<file path="src/design/ssc_pkg.sv">
// Package for the scan sequence controller: state and configuration types,
// phase codes, command word constants and the word saturation helper.
// Depends on nothing; used by ssc_core and scan_sequence_controller.
package ssc_pkg;

    localparam int WORD_W  = 11;
    localparam int TOUT_W  = 16;
    localparam int COOL_W  = 4;
    localparam int PHASE_W = 4;
    localparam int NUM_CH  = 7;

    // Channel positions in the command word array.
    localparam logic [2:0] CH_TURN  = 3'd0;
    localparam logic [2:0] CH_M1    = 3'd1;
    localparam logic [2:0] CH_DRIVE = 3'd2;
    localparam logic [2:0] CH_M2    = 3'd3;
    localparam logic [2:0] CH_SWEEP = 3'd4;
    localparam logic [2:0] CH_SLIDE = 3'd5;
    localparam logic [2:0] CH_COUNT = 3'd6;

    // Input actions.
    localparam logic [1:0] ACT_TICK  = 2'd0;
    localparam logic [1:0] ACT_START = 2'd1;
    localparam logic [1:0] ACT_STOP  = 2'd2;

    // Feedback events.
    localparam logic [1:0] FB_NONE   = 2'd0;
    localparam logic [1:0] FB_SWEEP  = 2'd1;
    localparam logic [1:0] FB_MOTION = 2'd2;
    localparam logic [1:0] FB_RESET  = 2'd3;

    // Event flag bit positions.
    localparam int EV_SWEEP  = 0;
    localparam int EV_MOTION = 1;
    localparam int EV_RESET  = 2;

    // Configuration register indexes.
    localparam logic [2:0] REG_M1_TARGET  = 3'd0;
    localparam logic [2:0] REG_M2_LIMIT   = 3'd1;
    localparam logic [2:0] REG_M2_STEP    = 3'd2;
    localparam logic [2:0] REG_VEH_TICKS  = 3'd3;
    localparam logic [2:0] REG_SCAN_COUNT = 3'd4;

    // Sequencer phases.
    localparam logic [PHASE_W-1:0] PH_IDLE       = 4'd0;
    localparam logic [PHASE_W-1:0] PH_INIT       = 4'd1;
    localparam logic [PHASE_W-1:0] PH_WAIT_HOME  = 4'd2;
    localparam logic [PHASE_W-1:0] PH_HOME_COOL  = 4'd3;
    localparam logic [PHASE_W-1:0] PH_WAIT_INIT  = 4'd4;
    localparam logic [PHASE_W-1:0] PH_INIT_COOL  = 4'd5;
    localparam logic [PHASE_W-1:0] PH_WAIT_SWEEP = 4'd6;
    localparam logic [PHASE_W-1:0] PH_SWEEP_COOL = 4'd7;
    localparam logic [PHASE_W-1:0] PH_WAIT_LIFT  = 4'd8;
    localparam logic [PHASE_W-1:0] PH_LIFT_COOL  = 4'd9;
    localparam logic [PHASE_W-1:0] PH_WAIT_M2    = 4'd10;
    localparam logic [PHASE_W-1:0] PH_M2_COOL    = 4'd11;
    localparam logic [PHASE_W-1:0] PH_WAIT_RST   = 4'd12;
    localparam logic [PHASE_W-1:0] PH_RST_COOL   = 4'd13;
    localparam logic [PHASE_W-1:0] PH_DRIVING    = 4'd14;

    // Command word values.
    localparam logic [WORD_W-1:0] W_NEUTRAL = 11'd1000;
    localparam logic [WORD_W-1:0] W_HIGH    = 11'd1600;
    localparam logic [WORD_W-1:0] W_LOW     = 11'd400;
    localparam logic [WORD_W-1:0] W_BASE    = 11'd200;
    localparam logic [WORD_W-1:0] W_OFFSET  = 11'd40;
    localparam logic [WORD_W-1:0] W_COUNT   = 11'd250;

    // Timeouts and cooldowns.
    localparam logic [TOUT_W-1:0] TOUT_HOME = 16'd400;
    localparam logic [TOUT_W-1:0] TOUT_INIT = 16'd100;
    localparam logic [TOUT_W-1:0] TOUT_MOVE = 16'd150;
    localparam logic [COOL_W-1:0] COOL_HOME = 4'd10;
    localparam logic [COOL_W-1:0] COOL_MOVE = 4'd2;

    typedef struct packed {
        logic [PHASE_W-1:0]             phase;
        logic [TOUT_W-1:0]              timeout;
        logic [COOL_W-1:0]              cooldown;
        logic [WORD_W-1:0]              row;
        logic                           forward;
        logic [3:0]                     toggles;
        logic [2:0]                     events;
        logic [NUM_CH-1:0][WORD_W-1:0]  words;
    } state_t;

    typedef struct packed {
        logic [WORD_W-1:0] m1_target;
        logic [WORD_W-1:0] m2_limit;
        logic [WORD_W-1:0] m2_step;
        logic [TOUT_W-1:0] vehicle_ticks;
        logic [WORD_W-1:0] scan_count_word;
    } cfg_t;

    // Clamp a 12-bit sum to the largest command word.
    function automatic logic [WORD_W-1:0] sat_word(input logic [WORD_W:0] v);
        logic [WORD_W-1:0] r;
        r = v[WORD_W] ? {WORD_W{1'b1}} : v[WORD_W-1:0];
        return r;
    endfunction

endpackage

</file>
<file path="src/design/ssc_core.sv">
// Next-state logic of the scan sequencer: one word's effect on the state.
// Depends on ssc_pkg.
module ssc_core (
    input  ssc_pkg::state_t cur,
    input  ssc_pkg::cfg_t   cfg,
    input  logic [1:0]      action,
    input  logic [1:0]      feedback,
    output ssc_pkg::state_t nxt,
    output logic            send
);

    logic [2:0]                 ev;
    logic [ssc_pkg::WORD_W-1:0] off0;
    logic [ssc_pkg::WORD_W-1:0] off1;
    logic [ssc_pkg::WORD_W-1:0] off2;
    logic [ssc_pkg::WORD_W-1:0] off3;
    logic [ssc_pkg::WORD_W:0]   m1_low_sum0;
    logic [ssc_pkg::WORD_W:0]   m1_low_sum3;
    logic [ssc_pkg::WORD_W:0]   row_sum;
    logic [ssc_pkg::WORD_W-1:0] row_stepped;
    logic [ssc_pkg::WORD_W:0]   m2_sum;
    logic                       tout_zero;
    logic                       cool_zero;

    // Offsets as selected after each toggle bit is flipped.
    assign off0 = cur.toggles[0] ? '0 : ssc_pkg::W_OFFSET;
    assign off1 = cur.toggles[1] ? '0 : ssc_pkg::W_OFFSET;
    assign off2 = cur.toggles[2] ? '0 : ssc_pkg::W_OFFSET;
    assign off3 = cur.toggles[3] ? '0 : ssc_pkg::W_OFFSET;

    assign m1_low_sum0 = {1'b0, cfg.m1_target} + {1'b0, ssc_pkg::W_BASE} + {1'b0, off0};
    assign m1_low_sum3 = {1'b0, cfg.m1_target} + {1'b0, ssc_pkg::W_BASE} + {1'b0, off3};
    assign row_sum     = {1'b0, cur.row} + {1'b0, cfg.m2_step};
    assign row_stepped = (row_sum > {1'b0, cfg.m2_limit}) ? cfg.m2_limit
                                                           : row_sum[ssc_pkg::WORD_W-1:0];
    assign m2_sum      = {1'b0, row_stepped} + {1'b0, ssc_pkg::W_BASE} + {1'b0, off2};

    assign tout_zero = (cur.timeout == '0);
    assign cool_zero = (cur.cooldown == '0);

    always_comb begin
        // Feedback is latched before the phase acts on it.
        ev = cur.events;
        unique case (feedback)
            ssc_pkg::FB_SWEEP:  ev[ssc_pkg::EV_SWEEP]  = 1'b1;
            ssc_pkg::FB_MOTION: ev[ssc_pkg::EV_MOTION] = 1'b1;
            ssc_pkg::FB_RESET:  ev[ssc_pkg::EV_RESET]  = 1'b1;
            default:            ev = cur.events;
        endcase

        nxt  = cur;
        send = 1'b0;

        unique case (action)
            ssc_pkg::ACT_START: begin
                if (cur.phase == ssc_pkg::PH_IDLE) begin
                    nxt.row   = '0;
                    nxt.phase = ssc_pkg::PH_INIT;
                end
            end
            ssc_pkg::ACT_STOP: begin
                nxt.phase                    = ssc_pkg::PH_IDLE;
                nxt.words[ssc_pkg::CH_SWEEP] = ssc_pkg::W_NEUTRAL;
                nxt.words[ssc_pkg::CH_M1]    = ssc_pkg::W_BASE;
                nxt.words[ssc_pkg::CH_DRIVE] = ssc_pkg::W_NEUTRAL;
                nxt.words[ssc_pkg::CH_TURN]  = ssc_pkg::W_NEUTRAL;
                send                         = 1'b1;
            end
            ssc_pkg::ACT_TICK: begin
                nxt.events = ev;
                unique case (cur.phase)
                    ssc_pkg::PH_INIT: begin
                        nxt.events                   = '0;
                        nxt.words[ssc_pkg::CH_SWEEP] = ssc_pkg::W_NEUTRAL;
                        nxt.words[ssc_pkg::CH_SLIDE] = ssc_pkg::W_HIGH;
                        nxt.timeout                  = ssc_pkg::TOUT_HOME;
                        nxt.phase                    = ssc_pkg::PH_WAIT_HOME;
                        send                         = 1'b1;
                    end
                    ssc_pkg::PH_WAIT_HOME, ssc_pkg::PH_WAIT_INIT, ssc_pkg::PH_WAIT_LIFT,
                    ssc_pkg::PH_WAIT_M2, ssc_pkg::PH_WAIT_RST: begin
                        // Wait on the event; otherwise count the timeout down to zero.
                        if (cur.phase == ssc_pkg::PH_WAIT_HOME) begin
                            if (ev[ssc_pkg::EV_RESET] || tout_zero) begin
                                nxt.events[ssc_pkg::EV_RESET] = 1'b0;
                                nxt.cooldown = ssc_pkg::COOL_HOME;
                                nxt.phase    = ssc_pkg::PH_HOME_COOL;
                            end else begin
                                nxt.timeout = cur.timeout - 1'b1;
                            end
                        end else begin
                            if (ev[ssc_pkg::EV_MOTION] || tout_zero) begin
                                nxt.events[ssc_pkg::EV_MOTION] = 1'b0;
                                nxt.cooldown = ssc_pkg::COOL_MOVE;
                                nxt.phase    = cur.phase + 1'b1;
                            end else begin
                                nxt.timeout = cur.timeout - 1'b1;
                            end
                        end
                    end
                    ssc_pkg::PH_HOME_COOL: begin
                        if (!cool_zero) begin
                            nxt.cooldown = cur.cooldown - 1'b1;
                        end else begin
                            nxt.words[ssc_pkg::CH_SLIDE] = ssc_pkg::W_NEUTRAL;
                            nxt.forward                  = 1'b1;
                            nxt.toggles[0]               = ~cur.toggles[0];
                            nxt.words[ssc_pkg::CH_M1]    = ssc_pkg::sat_word(m1_low_sum0);
                            nxt.words[ssc_pkg::CH_M2]    = ssc_pkg::W_BASE + off0;
                            nxt.row                      = '0;
                            nxt.events                   = ev & 3'b100;
                            nxt.timeout                  = ssc_pkg::TOUT_INIT;
                            nxt.phase                    = ssc_pkg::PH_WAIT_INIT;
                            send                         = 1'b1;
                        end
                    end
                    ssc_pkg::PH_INIT_COOL: begin
                        if (!cool_zero) begin
                            nxt.cooldown = cur.cooldown - 1'b1;
                        end else begin
                            nxt.events[ssc_pkg::EV_SWEEP] = 1'b0;
                            nxt.words[ssc_pkg::CH_COUNT]  = cfg.scan_count_word;
                            nxt.words[ssc_pkg::CH_SWEEP]  = ssc_pkg::W_HIGH;
                            nxt.phase                     = ssc_pkg::PH_WAIT_SWEEP;
                            send                          = 1'b1;
                        end
                    end
                    ssc_pkg::PH_WAIT_SWEEP: begin
                        // The sweep has no timeout.
                        if (ev[ssc_pkg::EV_SWEEP]) begin
                            nxt.events[ssc_pkg::EV_SWEEP] = 1'b0;
                            nxt.cooldown = ssc_pkg::COOL_MOVE;
                            nxt.phase    = ssc_pkg::PH_SWEEP_COOL;
                        end
                    end
                    ssc_pkg::PH_SWEEP_COOL: begin
                        if (!cool_zero) begin
                            nxt.cooldown = cur.cooldown - 1'b1;
                        end else begin
                            nxt.words[ssc_pkg::CH_SWEEP] = ssc_pkg::W_NEUTRAL;
                            if (cur.row >= cfg.m2_limit) begin
                                nxt.row                   = '0;
                                nxt.toggles[1]            = ~cur.toggles[1];
                                nxt.words[ssc_pkg::CH_M1] = ssc_pkg::W_BASE + off1;
                                nxt.words[ssc_pkg::CH_M2] = ssc_pkg::W_BASE + off1;
                                nxt.phase                 = ssc_pkg::PH_WAIT_RST;
                            end else begin
                                nxt.row                   = row_stepped;
                                nxt.toggles[2]            = ~cur.toggles[2];
                                nxt.words[ssc_pkg::CH_M1] = ssc_pkg::W_BASE + off2;
                                nxt.words[ssc_pkg::CH_M2] = ssc_pkg::sat_word(m2_sum);
                                nxt.phase                 = ssc_pkg::PH_WAIT_LIFT;
                            end
                            nxt.events[ssc_pkg::EV_MOTION] = 1'b0;
                            nxt.timeout                    = ssc_pkg::TOUT_MOVE;
                            send                           = 1'b1;
                        end
                    end
                    ssc_pkg::PH_LIFT_COOL: begin
                        if (!cool_zero) begin
                            nxt.cooldown = cur.cooldown - 1'b1;
                        end else begin
                            nxt.toggles[3]            = ~cur.toggles[3];
                            nxt.words[ssc_pkg::CH_M1] = ssc_pkg::sat_word(m1_low_sum3);
                            nxt.events                = ev & 3'b100;
                            nxt.timeout               = ssc_pkg::TOUT_MOVE;
                            nxt.phase                 = ssc_pkg::PH_WAIT_M2;
                            send                      = 1'b1;
                        end
                    end
                    ssc_pkg::PH_M2_COOL: begin
                        if (!cool_zero) begin
                            nxt.cooldown = cur.cooldown - 1'b1;
                        end else begin
                            nxt.words[ssc_pkg::CH_COUNT]  = cfg.scan_count_word;
                            nxt.forward                   = ~cur.forward;
                            nxt.words[ssc_pkg::CH_SWEEP]  = cur.forward ? ssc_pkg::W_LOW
                                                                        : ssc_pkg::W_HIGH;
                            nxt.events[ssc_pkg::EV_SWEEP] = 1'b0;
                            nxt.phase                     = ssc_pkg::PH_WAIT_SWEEP;
                            send                          = 1'b1;
                        end
                    end
                    ssc_pkg::PH_RST_COOL: begin
                        if (!cool_zero) begin
                            nxt.cooldown = cur.cooldown - 1'b1;
                        end else begin
                            nxt.words[ssc_pkg::CH_DRIVE] = ssc_pkg::W_LOW;
                            nxt.timeout                  = cfg.vehicle_ticks;
                            nxt.phase                    = ssc_pkg::PH_DRIVING;
                            send                         = 1'b1;
                        end
                    end
                    ssc_pkg::PH_DRIVING: begin
                        if (!tout_zero) begin
                            nxt.timeout = cur.timeout - 1'b1;
                        end else begin
                            nxt.words[ssc_pkg::CH_DRIVE] = ssc_pkg::W_NEUTRAL;
                            nxt.phase                    = ssc_pkg::PH_INIT;
                            send                         = 1'b1;
                        end
                    end
                    default: begin
                        // Idle and the unused phase code only latch feedback.
                        nxt.events = ev;
                    end
                endcase
            end
            default: begin
                // The unused action code changes nothing.
                nxt = cur;
            end
        endcase
    end

endmodule

</file>
<file path="src/design/scan_sequence_controller.sv">
// Each result word is registered, valid the cycle after its input is accepted.
// Throughput: one word per cycle; the state register and the result register
// are written together, so input stalls only while a result waits for m_tready.
// Reset (aresetn low, synchronous): idle phase, counters and events cleared,
// forward set, words neutral (m1, m2 base; count W_COUNT), config at reset.
// Top level of the scan sequencer; depends on ssc_pkg and ssc_core.
module scan_sequence_controller (
    input  logic        aclk,
    input  logic        aresetn,
    // Configuration write port.
    input  logic        cfg_wr_en,
    input  logic [2:0]  cfg_index,
    input  logic [15:0] cfg_wdata,
    // Input stream.
    input  logic        s_tvalid,
    output logic        s_tready,
    input  logic [7:0]  s_tdata,   // [1:0] feedback, [7:2] zero
    input  logic [1:0]  s_tuser,   // [1:0] action
    // Result stream.
    output logic        m_tvalid,
    input  logic        m_tready,
    // [3:0] phase, [4] send_request, [15:5] turn_cmd, [26:16] m1_cmd,
    // [37:27] drive_cmd, [48:38] m2_cmd, [59:49] sweep_cmd,
    // [70:60] slide_home_cmd, [81:71] count_cmd, [92:82] row_position, [95:93] zero
    output logic [95:0] m_tdata
);

    ssc_pkg::state_t state_reg;
    ssc_pkg::state_t state_next;
    ssc_pkg::cfg_t   cfg_reg;
    logic            send_reg;
    logic            send_next;
    logic            m_valid_reg;
    logic            accept;

    assign s_tready = !m_valid_reg || m_tready;
    assign accept   = s_tvalid && s_tready;

    ssc_core u_core (
        .cur      (state_reg),
        .cfg      (cfg_reg),
        .action   (s_tuser),
        .feedback (s_tdata[1:0]),
        .nxt      (state_next),
        .send     (send_next)
    );

    always_ff @(posedge aclk) begin
        if (!aresetn) begin
            cfg_reg.m1_target       <= '0;
            cfg_reg.m2_limit        <= '0;
            cfg_reg.m2_step         <= '0;
            cfg_reg.vehicle_ticks   <= '0;
            cfg_reg.scan_count_word <= ssc_pkg::W_COUNT;
        end else if (cfg_wr_en) begin
            unique case (cfg_index)
                ssc_pkg::REG_M1_TARGET:  cfg_reg.m1_target       <= cfg_wdata[10:0];
                ssc_pkg::REG_M2_LIMIT:   cfg_reg.m2_limit        <= cfg_wdata[10:0];
                ssc_pkg::REG_M2_STEP:    cfg_reg.m2_step         <= cfg_wdata[10:0];
                ssc_pkg::REG_VEH_TICKS:  cfg_reg.vehicle_ticks   <= cfg_wdata;
                ssc_pkg::REG_SCAN_COUNT: cfg_reg.scan_count_word <= cfg_wdata[10:0];
                default:                 cfg_reg                 <= cfg_reg;
            endcase
        end
    end

    always_ff @(posedge aclk) begin
        if (!aresetn) begin
            state_reg.phase                    <= ssc_pkg::PH_IDLE;
            state_reg.timeout                  <= '0;
            state_reg.cooldown                 <= '0;
            state_reg.row                      <= '0;
            state_reg.forward                  <= 1'b1;
            state_reg.toggles                  <= '0;
            state_reg.events                   <= '0;
            state_reg.words[ssc_pkg::CH_TURN]  <= ssc_pkg::W_NEUTRAL;
            state_reg.words[ssc_pkg::CH_M1]    <= ssc_pkg::W_BASE;
            state_reg.words[ssc_pkg::CH_DRIVE] <= ssc_pkg::W_NEUTRAL;
            state_reg.words[ssc_pkg::CH_M2]    <= ssc_pkg::W_BASE;
            state_reg.words[ssc_pkg::CH_SWEEP] <= ssc_pkg::W_NEUTRAL;
            state_reg.words[ssc_pkg::CH_SLIDE] <= ssc_pkg::W_NEUTRAL;
            state_reg.words[ssc_pkg::CH_COUNT] <= ssc_pkg::W_COUNT;
            send_reg                           <= 1'b0;
            m_valid_reg                        <= 1'b0;
        end else begin
            if (accept) begin
                state_reg <= state_next;
                send_reg  <= send_next;
            end
            if (accept) begin
                m_valid_reg <= 1'b1;
            end else if (m_tready) begin
                m_valid_reg <= 1'b0;
            end
        end
    end

    // The result word is read straight from the state register, which only
    // changes when the previous result has been taken.
    assign m_tvalid = m_valid_reg;
    assign m_tdata  = {3'b000,
                       state_reg.row,
                       state_reg.words[ssc_pkg::CH_COUNT],
                       state_reg.words[ssc_pkg::CH_SLIDE],
                       state_reg.words[ssc_pkg::CH_SWEEP],
                       state_reg.words[ssc_pkg::CH_M2],
                       state_reg.words[ssc_pkg::CH_DRIVE],
                       state_reg.words[ssc_pkg::CH_M1],
                       state_reg.words[ssc_pkg::CH_TURN],
                       send_reg,
                       state_reg.phase};

endmodule
</file>
<file path="config.mk">
export PLATFORM = sky130hd
export DESIGN_NAME = scan_sequence_controller
export DESIGN_NICKNAME = d
export VERILOG_FILES = /design/src/design/ssc_pkg.sv /design/src/design/ssc_core.sv /design/src/design/scan_sequence_controller.sv
export SDC_FILE = /design/constraint.sdc
export NUM_CORES = 1
export LEC_CHECK = 0
export ABC_AREA = 1
export BUFFER_PORTS_ARGS = -buffer_cell sky130_fd_sc_hd__buf_2
export CAP_MARGIN = 15
export CORE_ASPECT_RATIO = 0.5
export CORE_MARGIN = 2
export CORE_UTILIZATION = 45
export CTS_CLUSTER_DIAMETER = 40
export DETAILED_ROUTE_END_ITERATION = 7
export PLACE_DENSITY = 0.76
export SETUP_SLACK_MARGIN = 0.4
export SLEW_MARGIN = 30
export SYNTH_ARGS = -nofsm -noshare
export SYNTH_HDL_FRONTEND = slang
export SYNTH_SLANG_ARGS = --single-unit
</file>
<file path="constraint.sdc">
create_clock -name aclk -period 4.45 [get_ports aclk]
set_input_delay 0.445 -clock aclk [delete_from_list [all_inputs] [get_ports aclk]]
set_output_delay 0.445 -clock aclk [all_outputs]
set_load 0.01 [all_outputs]
</file>
* Yosys cells after proc, flatten, opt, wreduce, memory -nomap -nowiden *
Index checks and enable logic that the tools add are counted.

storage, ports and cells
  bits in registers = 171
  input port bits = 34
  output and inout port bits = 98
  word-level logic and storage cells = 218

cells by class
  add/sub/neg operators = 12
  $lt $le $gt $ge = 2
  eq/ne operators = 52
  mux-type cells = 79
  bitwise operators = 6
  reduce and logical (&&, ||, !) cells = 44

operators by type and width
  cell                                                              count
  11-bit 2-to-1 mux                                                 19
  11-bit case mux with 2 select lines                               6
  16-bit case mux with 7 select lines                               1
  20-bit 2-to-1 mux                                                 4
  16-bit 2-to-1 mux                                                 3
  11-bit case mux with 4 select lines                               1
  22-bit case mux with 2 select lines                               1
  4-bit 2-to-1 mux                                                  10
  12-bit by 11-bit adder with 12-bit output                         3
  4-bit case mux with 9 select lines                                1
  8-bit by 11-bit adder with 11-bit output (first input constant)   3
  11-bit case mux with 3 select lines                               1
  3-bit by 2-bit != test with 1-bit output (second input constant)  10
  4-bit == test (second input constant)                             7
  5-bit AND reduction                                               5
  11-bit by 8-bit adder with 12-bit output (second input constant)  2
  12-bit 2-to-1 mux                                                 2
  24-bit 2-to-1 mux                                                 1
  6-bit 2-to-1 mux                                                  4
  4-bit case mux with 3 select lines                                2
  22-bit 2-to-1 mux                                                 1
  6-bit AND reduction                                               3
  4-bit by 3-bit == test with 1-bit output (second input constant)  4
  16-bit zero test                                                  1
  other kinds (46)                                                  100

* Longest topological paths before layout *
Gate-level depths: netlist of run 1.

  depth in word-level cells = 10
  mapped depth = 34

* By module *
From an unflattened synthesis of run 1, not the netlist that was laid out.

second synthesis, totals
  cells, all modules = 2,080
  area total of the unflattened synthesis = 13,382.8 um2

by module, submodules not included
  module                    instances  cells an instance  area an instance (um2)  sequential area each (um2)
  scan_sequence_controller  1          1,072              7,881.3                 3,643.5
  ssc_core                  1          1,008              5,501.5                 0.0

* Worst setup path after synthesis of run 1 *
OpenSTA, ideal clock, no wires.

  kind = register to register
  start point = reg state_reg, in the netlist m_tdata[84]
  end point = reg state_reg, in the netlist m_tdata[44]
  data arrival time = 3.994 ns
  data required time = 4.331 ns
  path slack = 0.337 ns
  cell stages (with the launch flop) = 30
  cells stage by stage = dfxtp_1 -> ha_1 -> nand2_1 -> nand2_1 -> a31oi_1 -> o21ai_0 -> xor2_1 -> ha_1 -> a21o_1 -> nor2_1 -> nand2_1 -> nand2_1 -> nand2_1 -> nand2_1 -> nand2_1 -> nand2_1 -> nand2_2 -> or2_2 -> o21a_1 -> inv_1 -> ha_1 -> inv_1 -> ha_1 -> a31o_2 -> a21oi_1 -> o21ai_0 -> nand3_2 -> nand2_1 -> o21ai_0 -> nand2_1

between the ends
  cells in the longest elaborated chain, start to end = 9
  elaborated cells between the ends (all ways) = 10
  those cells by class = 3 x add/sub; 2 x order compare; 5 x mux

ends and longest elaborated chain
  what                                                        RTL line                        text
  start, declared                                             scan_sequence_controller.sv:28  ssc_pkg::state_t state_reg;
  start signal, assigned                                      scan_sequence_controller.sv:87  state_reg <= state_next;
  11-bit by 11-bit adder with 12-bit output                   ssc_core.sv:33                  assign row_sum = {1'b0, cur.row} + {1'b0, cfg.m2_step};
  12-bit by 11-bit greater-than comparator with 1-bit output  ssc_core.sv:34                  assign row_stepped = (row_sum > {1'b0, cfg.m2_limit}) ? cfg.m2_limit
  11-bit 2-to-1 mux                                           ssc_core.sv:34
  11-bit by 8-bit adder with 12-bit output                    ssc_core.sv:36                  assign m2_sum = {1'b0, row_stepped} + {1'b0, ssc_pkg::W_BASE} + {1'b0, off2};
  12-bit by 11-bit adder with 12-bit output                   ssc_core.sv:36
  11-bit 2-to-1 mux                                           ssc_pkg.sv:98                   r = v[WORD_W] ? {WORD_W{1'b1}} : v[WORD_W-1:0];
  11-bit 2-to-1 mux (*)                                       ssc_core.sv:141                 if (cur.row >= cfg.m2_limit) begin
  22-bit 2-to-1 mux (*)                                       ssc_core.sv:137                 if (!cool_zero) begin
  11-bit case mux with 2 select lines (*)                     ssc_core.sv:71                  unique case (cur.phase)

Mark *: on every way between the ends. The rest lies on a longest branch, timed or not. The select of a mux whose other input is x is not followed.
A chain may end at the register's enable or synchronous reset.

* Final worst setup path of run 1 *
  start point = reg state_reg, in the netlist m_tdata[82]
  end point = reg state_reg, in the netlist m_tdata[44]

Same word-level chain as after synthesis.

==> flow_summary_export.csv, run 1 <==
group,metric,value,unit
critical_path,worstRegToRegCells,30,
critical_path,path_class,"flip-flop to flip-flop",
place,placed_area,0.00944,sq mm
floorplan,dieArea,0.0218,sq mm
cells_and_area,fillers,1930,
power,ir_drop,0.207,mV
timing,hold_viol_final,0,
synthesis,synth-main-ff-cell,"dfxtp_1",
cts,cts_sinks,147,
power,leakagePower,4.76,nW
critical_path,worstReg2RegEnd,"m_tdata[44]",
critical_path,cp-endpoint,"m_tdata[44]",
detailed_routing,firstDrtPassIters,6,
critical_path,cpMostUsedCell,"nand2_1",
cts,cts_hold_buffers,0,
place,dp.cells,1603,
critical_path,crit_cells,30,
floorplan,chipHeight,105,um
place,routabilityCongestion,0.919,
critical_path,critPathLaunch,"m_tdata[82]",
critical_path,crit_family,"simple AND/OR/NAND/NOR gates",
place,port-buffer-count,96,
timing,relSlewSlack,40.2,%
critical_path,crit_path_end_kind,"flip-flop",
power,combPwrFrac,18.2,%
power,internal-power,2.39,mW
synthesis,synth.avg_cell_area,6.99,sq um
grt,antenna_found_initial,0,
timing,timing.setup.tns,0,ps
synthesis,yosys_warnings,0,
synthesis,synth_top_family_by_area,"simple AND/OR/NAND/NOR gates",
timing,fmax,0.247,GHz
grt,grt_pass1_wl,39.2,mm
cells_and_area,final_cell_mix,"217 x nand2_1, 136 x dfxtp_1, 134 x nor2_1, 131 x inv_1, 118 x o21ai_0",
cells_and_area,synthToLayoutAreaGrowth,14.0,%
detailed_routing,vias,8781,
detailed_routing,vias_per_cell,5.32,
cts,htreeDepth,4,
cts,path_clk_slew,60,ps
synthesis,synth_area,0.00926,sq mm
detailed_routing,drc,0,
critical_path,critical_path_required,4770,ps
synthesis,synth-seq-cells,147,
floorplan,core_area,0.0204,sq mm
timing,period_share,91.0,%
timing,worst_clock_skew,10.5,ps
min_path,hp-class,"input port to flip-flop",
flow_run,cap_violations,0,
power,power.share.sequential,40.3,%
timing,finalSetupViolations,0,
floorplan,num_rows,37,
synthesis,async_flop_share,0,%
timing,report.final.slew_viol_count,0,
critical_path,cp_num_buf_inv,2,
power,power_density,323,mW/mm^2
detailed_routing,drtIter0Drc,780,
power,switchingPower,1.02,mW
timing,worst_pin_slew,893,ps
floorplan,die_w,207,um
timing,period_needed,4050,ps
cts,cts-buffers-inserted,17,
timing,fin_hold_ws,300,ps
floorplan,io_pins,132,
cells_and_area,final_common_cell,"nand2_1",
min_path,worstHoldStart,"cfg_wdata[14]",
cts,root_buffer,"clkbuf_16",
synthesis,synth_edf_count,0,
grt,grt-ovfl-total,0,
synthesis,yosysSeqAreaShare,31.8,%
critical_path,crit_path_max_incr_delay,400,ps
cells_and_area,layout-drive-gt1-share,21.4,%
synthesis,synth_top_area_share,31.8,%
detailed_routing,routedWlPerCell,15.2,um
cells_and_area,diodes,0,
cells_and_area,largest_register_ffs,60,
grt,grt.total_usage,22.3,%
detailed_routing,ant_nets,0,
critical_path,r2r_slack,400,ps
grt,grt_pass1_vias,8010,
synthesis,synthAdderAreaFrac,7.37,%
synthesis,synth.area.top_cells,"dfxtp_1 32%, nand2_1 9.3%, buf_4 8.1%",
detailed_routing,drt-total-wl,25.1,mm
cts,clockBufferDepth,2,
critical_path,critPathSlowestCell,"fa_2",
cells_and_area,postLayoutCellArea,0.0106,sq mm
synthesis,yosys.area_share.xor_xnor,2.73,%
critical_path,path_max_fanout,8,
cts,insertion_delay,430,ps
place,dp_hpwl,17.8,mm
synthesis,synth-simple-area-share,23.2,%
grt,grt_max_degree,54,
cells_and_area,nNetsFinal,1453,
synthesis,synthMuxAreaShare,0,%
synthesis,synth_compound_area_share,18.7,%
critical_path,startpoint_type,"flip-flop",
synthesis,synth.distinct_cells,55,
timing,rsz0062_at_grt,"yes",
power,switching_share,29.9,%
cells_and_area,fin_cells,1651,
run_status,outcome,"finished clean",
floorplan,start_util,45.5,%
synthesis,synth_cells,1325,
critical_path,rr_startpoint,"m_tdata[82]",
synthesis,synth_top_area_cell,"dfxtp_1",
critical_path,critPathArrivalTime,4370,ps
power,clockPowerShare,41.5,%
cts,cts_tree,"yes",
-- layer usage --
layer | global-route usage [%] | part of all wire [%] | vias to the layer above
met5 | 0 | 0 | -
li1 | - | - | 4305
met1 | 28.9 | 43 | 4097
met2 | 37.5 | 48 | 335
met4 | 7.09 | 2.0 | 0
met3 | 4.33 | 7.0 | 44
-- per-stage QoR --
step           utilization (%)  worst slack, ps  power, mW
2_1_floorplan                -              445       1.80
3_3_place_gp              46.3              158       1.91
4_1_cts                   50.2              333       3.36
5_1_grt                   51.9              197       3.55
3_5_place_dp              46.4             6.46       1.92
6_report                  51.9              400       3.41
-- cell type report --
class	count	area, sq um	area share, %
Clock buffer	19	453	4.29
Clock inverter	13	124	1.17
Inverter	153	577	5.46
Multi-Input combinational cell	915	5350	50.7
Sequential cell	147	2960	28.0
Tap cell	273	342	3.23
Timing Repair Buffer	131	754	7.14
-- power groups by stage --
stage	clock [mW]	combinational, mW	sequential [mW]
floorplan	0	0.409	1.40
global placement	0	0.512	1.40
detailed placement	0	0.522	1.40
CTS	1.42	0.565	1.37
global route	1.49	0.684	1.38
finish	1.41	0.622	1.37
-- what timing repair did --
item,CTS,global route
resized for setup,33,68
buffers inserted,8,8
pin swaps,15,28
endpoints found under the setup margin,11,11
-- synth_stat cells, drive strengths merged, types with 15 or more instances --
cell and count:
nand3 64, dfxtp 147, a21oi 126, inv 152, xor2 20, nand2 239
clkbuf 32, nor2 147, buf 105, nor3 15, o21ai 137, ha 53
-- cells by family after synthesis --
logic type	Yosys count
and+or+nand+nor	489
AOI/OAI and AO/OA	315
buffers and inverters	290
DFF	147
adders and majority gates	54
xor gates and xnor gates	28
other	2
-- worst min-delay path by stage --
stage                   to  slack (ps)  cells after the start
2_1_floorplan  cfg_reg[16]         420                      2
3_3_place_gp   cfg_reg[11]         430                      2
3_5_place_dp   cfg_reg[22]         440                      2
6_report       cfg_reg[25]         300                      3
4_1_cts        cfg_reg[26]         290                      3
5_1_grt         cfg_reg[4]         310                      3
-- worst min-delay path: stages --
cell and delay [ps]:
buf_2 70, o21ai_0 70, a21oi_1 100
Power figures use the tool's default switching activity.
==> run 2, diff against run 1 <==
==> constraint.sdc (replaced) <==
create_clock -name aclk -period 4.45 [get_ports aclk]
set_input_delay 0.2225 -clock aclk [delete_from_list [all_inputs] [get_ports aclk]]
set_output_delay 0.2225 -clock aclk [all_outputs]
set_load 0.05 [all_outputs]
==> run 2 against run 1 <==
  * Hold slack worse by 230 ps
  * Non-clock buffer count is 12 higher
  * Highest routed layer unchanged
  * Critical path type unchanged
  * Worst setup slack worse by 210 ps
  * Global-route usage is 0.55 points higher
  * First-iteration DRC count is 8.7% lower
==> flow_summary_export.csv, run 2 (synthesized netlist as in run 1, its figures left out) <==
group,metric,value,unit
min_path,whs_path_depth,3,
cells_and_area,final_util,52.6,%
detailed_routing,ant_nets,0,
cells_and_area,nNetsFinal,1465,
detailed_routing,vias,8840,
detailed_routing,drtIter0Drc,712,
timing,worst_clock_skew,7.32,ps
floorplan,io_pins,132,
grt,grt_pass1_wl,39.8,mm
timing,finalSetupViolations,0,
critical_path,path_class,"flip-flop to flip-flop",
cells_and_area,final_common_cell,"nand2_1",
cts,clockBufferDepth,2,
cts,cts_tree,"yes",
floorplan,start_util,45.5,%
min_path,worstHoldStart,"cfg_wdata[13]",
timing,fmax,0.235,GHz
cts,path_clk_slew,60,ps
cells_and_area,final_cell_mix,"216 x nand2_1, 137 x dfxtp_1, 133 x inv_1, 131 x nor2_1, 118 x o21ai_0",
critical_path,cp_num_buf_inv,2,
cells_and_area,diodes,0,
cts,root_buffer,"clkbuf_16",
critical_path,critPathArrivalTime,4590,ps
floorplan,core_area,0.0204,sq mm
run_status,outcome,"finished clean",
timing,worst_pin_slew,933,ps
critical_path,crit_path_end_kind,"flip-flop",
flow_run,cap_violations,0,
min_path,hold_end,"cfg_reg[24]",
grt,grt_max_degree,100,
power,leakagePower,4.83,nW
cells_and_area,synthToLayoutAreaGrowth,15.6,%
grt,antenna_found_initial,0,
power,ir_drop,0.183,mV
cts,cts_sinks,147,
grt,grt.total_usage,22.9,%
critical_path,critical_path_required,4780,ps
cts,cts-buffers-inserted,17,
cts,htreeDepth,4,
grt,grt-ovfl-total,0,
detailed_routing,drt-total-wl,25.9,mm
critical_path,rr_startpoint,"cfg_reg[29]",
timing,fin_hold_ws,68.8,ps
detailed_routing,firstDrtPassIters,8,
cells_and_area,largest_register_ffs,60,
critical_path,cpMostUsedCell,"nand2_1",
power,finalPower,3.59,mW
timing,period_share,95.7,%
floorplan,chipHeight,105,um
critical_path,r2r_slack,190,ps
grt,grt_pass1_vias,8085,
critical_path,crit_path_max_incr_delay,330,ps
floorplan,num_rows,37,
critical_path,worstRegToRegCells,29,
cells_and_area,layout-drive-gt1-share,22.0,%
critical_path,crit_family,"compound AO/OA/AOI/OAI gates",
critical_path,worstReg2RegEnd,"m_tdata[45]",
floorplan,die_w,207,um
critical_path,critPathSlowestCell,"dfxtp_2",
timing,timing.setup.tns,0,ps
place,dp_hpwl,17.7,mm
min_path,hp-class,"input port to flip-flop",
place,port-buffer-count,96,
critical_path,path_max_fanout,8,
timing,relSlewSlack,37.7,%
detailed_routing,drc,0,
timing,period_needed,4260,ps
detailed_routing,routedWlPerCell,15.6,um
critical_path,startpoint_type,"flip-flop",
cells_and_area,postLayoutCellArea,0.0107,sq mm
power,power_density,335,mW/mm^2
timing,rsz0062_at_grt,"yes",
cts,insertion_delay,430,ps
place,routabilityCongestion,0.952,
detailed_routing,vias_per_cell,5.32,
timing,report.final.slew_viol_count,0,
floorplan,dieArea,0.0218,sq mm
place,placed_area,0.00939,sq mm
timing,hold_viol_final,0,
-- run 2: cell count changes in the layout (fill, tap and decap cells not counted), sizes merged --
cell,previous run,this run
bufinv,1,3
inv,156,153
buf,131,143
clkbuf,19,21
clkinvlp,2,1
-- run 2: metal layers --
layer	wire, um	track usage, %	up-vias	share of wire (%)
met3	1600	5.07	68	6.2
met4	557	7.35	0	2.1
met2	12500	38.8	300	48
met5	0	0	-	0
met1	11200	28.8	4129	43
li1	-	-	4343	-
-- run 2: cell type report --
| cell class | count | area (sq um) |
|---|---|---|
| Tap cell | 273 | 342 |
| Inverter | 153 | 579 |
| Sequential cell | 147 | 2960 |
| Fill cell | 1875 | 9660 |
| Clock buffer | 21 | 460 |
| Timing Repair Buffer | 143 | 850 |
| Clock inverter | 11 | 151 |
| Multi-Input combinational cell | 915 | 5370 |
-- run 2: worst max path at each step --
stage / startpoint / end / slack, ps / depth (start not counted)
floorplan: m_tdata[82] / m_tdata[44] / 440 / 30
global placement: m_tdata[82] / m_tdata[45] / 170 / 28
detailed placement: m_tdata[82] / m_tdata[44] / -30 / 28
CTS: m_tdata[82] / m_tdata[44] / 380 / 30
global route: cfg_reg[29] / m_tdata[45] / 7 / 29
finish: cfg_reg[29] / m_tdata[45] / 190 / 29
-- run 2: metrics by stage --
step / setup slack [ps] / cells
2_1_floorplan: 445 / 1352
3_3_place_gp: 168 / 1597
3_5_place_dp: -30.9 / 1597
4_1_cts: 375 / 1648
5_1_grt: 7.39 / 1663
6_report: 191 / 1663
-- run 2: worst register-to-register path: cells and delay by family, from the launching register on --
kind	cells	cell delay, ps
DFF	1	330
and+or+nand+nor	14	1270
buffers and inverters	2	100
adders and majority gates	4	910
xor gates and xnor gates	1	230
AOI/OAI and AO/OA	8	1330
-- run 2: repair_timing --
item	in CTS	in global routing
gates cloned	0	0
resized for setup	54	45
buffers inserted	19	15
endpoints found under the setup margin	11	11
hold buffers	0	0
pin swaps	26	39
-- run 2: power by group --
part / switching [mW] / internal (mW)
clock network: 0.591 / 0.915
logic: 0.472 / 0.236
registers: 0.0237 / 1.35
==> run 3, diff against run 2 <==
PLACE_DENSITY = 0.79   (was 0.76)
clock period = 3.7 ns   (was 4.45 ns; I/O delays follow)
==> run 3 against run 2 <==
  * The run now ends with setup timing left
  * Register-to-register slack got worse by 660 ps
  * Clock power rose by 21%
  * Non-clock buffer count increased by 29
  * Maximum frequency increased by 2.1%
  * Final cell count increased by 1.7%
  * Die area unchanged
  * Global-route usage shrank 0.20 points
  * Sequential power rose by 20%
  * Critical path depth unchanged
  * Sequential cell count unchanged
  * Cell area is 2.0% higher
  * Worst setup slack worse by 660 ps
  * Largest cell class unchanged
  * Largest power group unchanged
==> flow_summary_export.csv, run 3 (synthesized netlist as in run 1, its figures left out) <==
group,metric,value,unit
cells_and_area,layout-drive-gt1-share,23.5,%
place,dp_hpwl,17.6,mm
cts,cts_sinks,147,
grt,grt_pass1_wl,39.5,mm
power,leakagePower,4.98,nW
cells_and_area,final_util,53.6,%
timing,finalWorstSetupSlack,-471,ps
critical_path,crit_path_end_kind,"flip-flop",
power,power_density,404,mW/mm^2
timing,period_share,113,%
timing,finalSetupViolations,11,
detailed_routing,drtIter0Drc,791,
timing,relSlewSlack,40.7,%
timing,report.final.slew_viol_count,0,
floorplan,num_rows,37,
timing,worst_pin_slew,889,ps
floorplan,chipHeight,105,um
detailed_routing,routedWlPerCell,15.2,um
place,pre_cts_slack,-383,ps
critical_path,worstReg2RegEnd,"m_tdata[45]",
cells_and_area,final_common_cell,"nand2_1",
place,port-buffer-count,96,
critical_path,rr_startpoint,"cfg_reg[28]",
cts,cts-buffers-inserted,17,
critical_path,cpMostUsedCell,"nand2_1",
floorplan,start_util,45.5,%
cts,cts_tree,"yes",
detailed_routing,drt-total-wl,25.6,mm
cts,cts_hold_buffers,0,
critical_path,cp-endpoint,"m_tdata[45]",
power,finalPower,4.42,mW
timing,period_needed,4170,ps
run_status,violations,"setup timing",
critical_path,critPathSlowestCell,"dfxtp_1",
critical_path,worstRegToRegCells,29,
critical_path,cp_num_buf_inv,2,
critical_path,critPathLaunch,"cfg_reg[28]",
flow_run,cap_violations,0,
cts,path_clk_slew,60,ps
critical_path,path_max_fanout,8,
critical_path,critPathArrivalTime,4500,ps
cts,root_buffer,"clkbuf_16",
floorplan,io_pins,132,
critical_path,r2r_slack,-470,ps
timing,rsz0062_at_grt,"yes",
critical_path,startpoint_type,"flip-flop",
timing,fmax,0.240,GHz
detailed_routing,vias_per_cell,5.30,
cells_and_area,synthToLayoutAreaGrowth,17.9,%
cts,clockBufferDepth,2,
timing,worst_clock_skew,13.1,ps
cells_and_area,final_cell_mix,"218 x nand2_1, 139 x dfxtp_1, 133 x nor2_1, 131 x inv_1, 118 x o21ai_0",
cells_and_area,largest_register_ffs,60,
cells_and_area,diodes,0,
grt,grt_pass1_vias,8089,
timing,hold_viol_final,0,
timing,fin_hold_ws,26.6,ps
detailed_routing,ant_nets,0,
power,ir_drop,0.269,mV
floorplan,dieArea,0.0218,sq mm
critical_path,crit_path_max_incr_delay,360,ps
run_status,outcome,"finished, violations left",
detailed_routing,drc,0,
critical_path,path_class,"flip-flop to flip-flop",
floorplan,die_w,207,um
floorplan,core_area,0.0204,sq mm
cts,insertion_delay,440,ps
place,routabilityCongestion,0.957,
critical_path,critical_path_required,4020,ps
cells_and_area,nNetsFinal,1494,
grt,antenna_found_initial,0,
cts,htreeDepth,4,
critical_path,crit_cells,29,
grt,grt.total_usage,22.7,%
grt,grt_max_degree,100,
min_path,hp-class,"input port to flip-flop",
detailed_routing,firstDrtPassIters,8,
grt,grt-ovfl-total,0,
critical_path,crit_family,"simple AND/OR/NAND/NOR gates",
detailed_routing,vias,8976,
run 3: per-layer routing:
metal	wire length, um	global-route usage [%]
met2	11700	36.6
met5	0	0
met1	11200	29.1
met4	826	9.42
met3	1950	5.29
run 3: repair_timing:
item                                    CTS  global route
buffers inserted                          5             5
resized for setup                        26            48
endpoints found under the setup margin   11            14
pin swaps                                21            17
run 3: area by class of cell:
| cell class | count | area, sq um |
|---|---|---|
| clock buffers | 19 | 443 |
| clock inverters | 13 | 174 |
| fillers | 1865 | 9440 |
| inverters | 153 | 579 |
| multi-input cells | 915 | 5380 |
| flip-flops and latches | 147 | 2950 |
| well taps | 273 | 342 |
| repair buffers | 172 | 1050 |
run 3: how the worst min path moves through the flow:
| stage | start | endpoint | depth (start not counted) |
|---|---|---|---|
| 2_1_floorplan | cfg_wdata[1] | cfg_reg[1] | 2 |
| 3_3_place_gp | cfg_reg[11] | cfg_reg[11] | 2 |
| 3_5_place_dp | cfg_reg[11] | cfg_reg[11] | 2 |
| 4_1_cts | cfg_wdata[14] | cfg_reg[25] | 3 |
| 5_1_grt | cfg_wdata[11] | cfg_reg[22] | 3 |
| 6_report | cfg_wdata[11] | cfg_reg[22] | 3 |
run 3: tightest hold or removal path: cells and delay by family:
kind,cells,cell delay [ps]
buffers and inverters,1,70
AOI/OAI and AO/OA,2,170
run 3: power by group:
group | switching (mW) | internal [mW]
registers | 0.0272 | 1.62
logic | 0.596 | 0.338
clock network | 0.741 | 1.09
total | 1.36 | 3.05
run 3: stage by stage:
| stage | cell area [sq um] | cells | TNS [ps] |
|---|---|---|---|
| 2_1_floorplan | 9470 | 1352 | -273 |
| 3_3_place_gp | 9870 | 1650 | -2670 |
| 3_5_place_dp | 9870 | 1650 | -3380 |
| 4_1_cts | 10700 | 1687 | -2250 |
| 5_1_grt | 10900 | 1692 | -7040 |
| 6_report | 10900 | 1692 | -4490 |
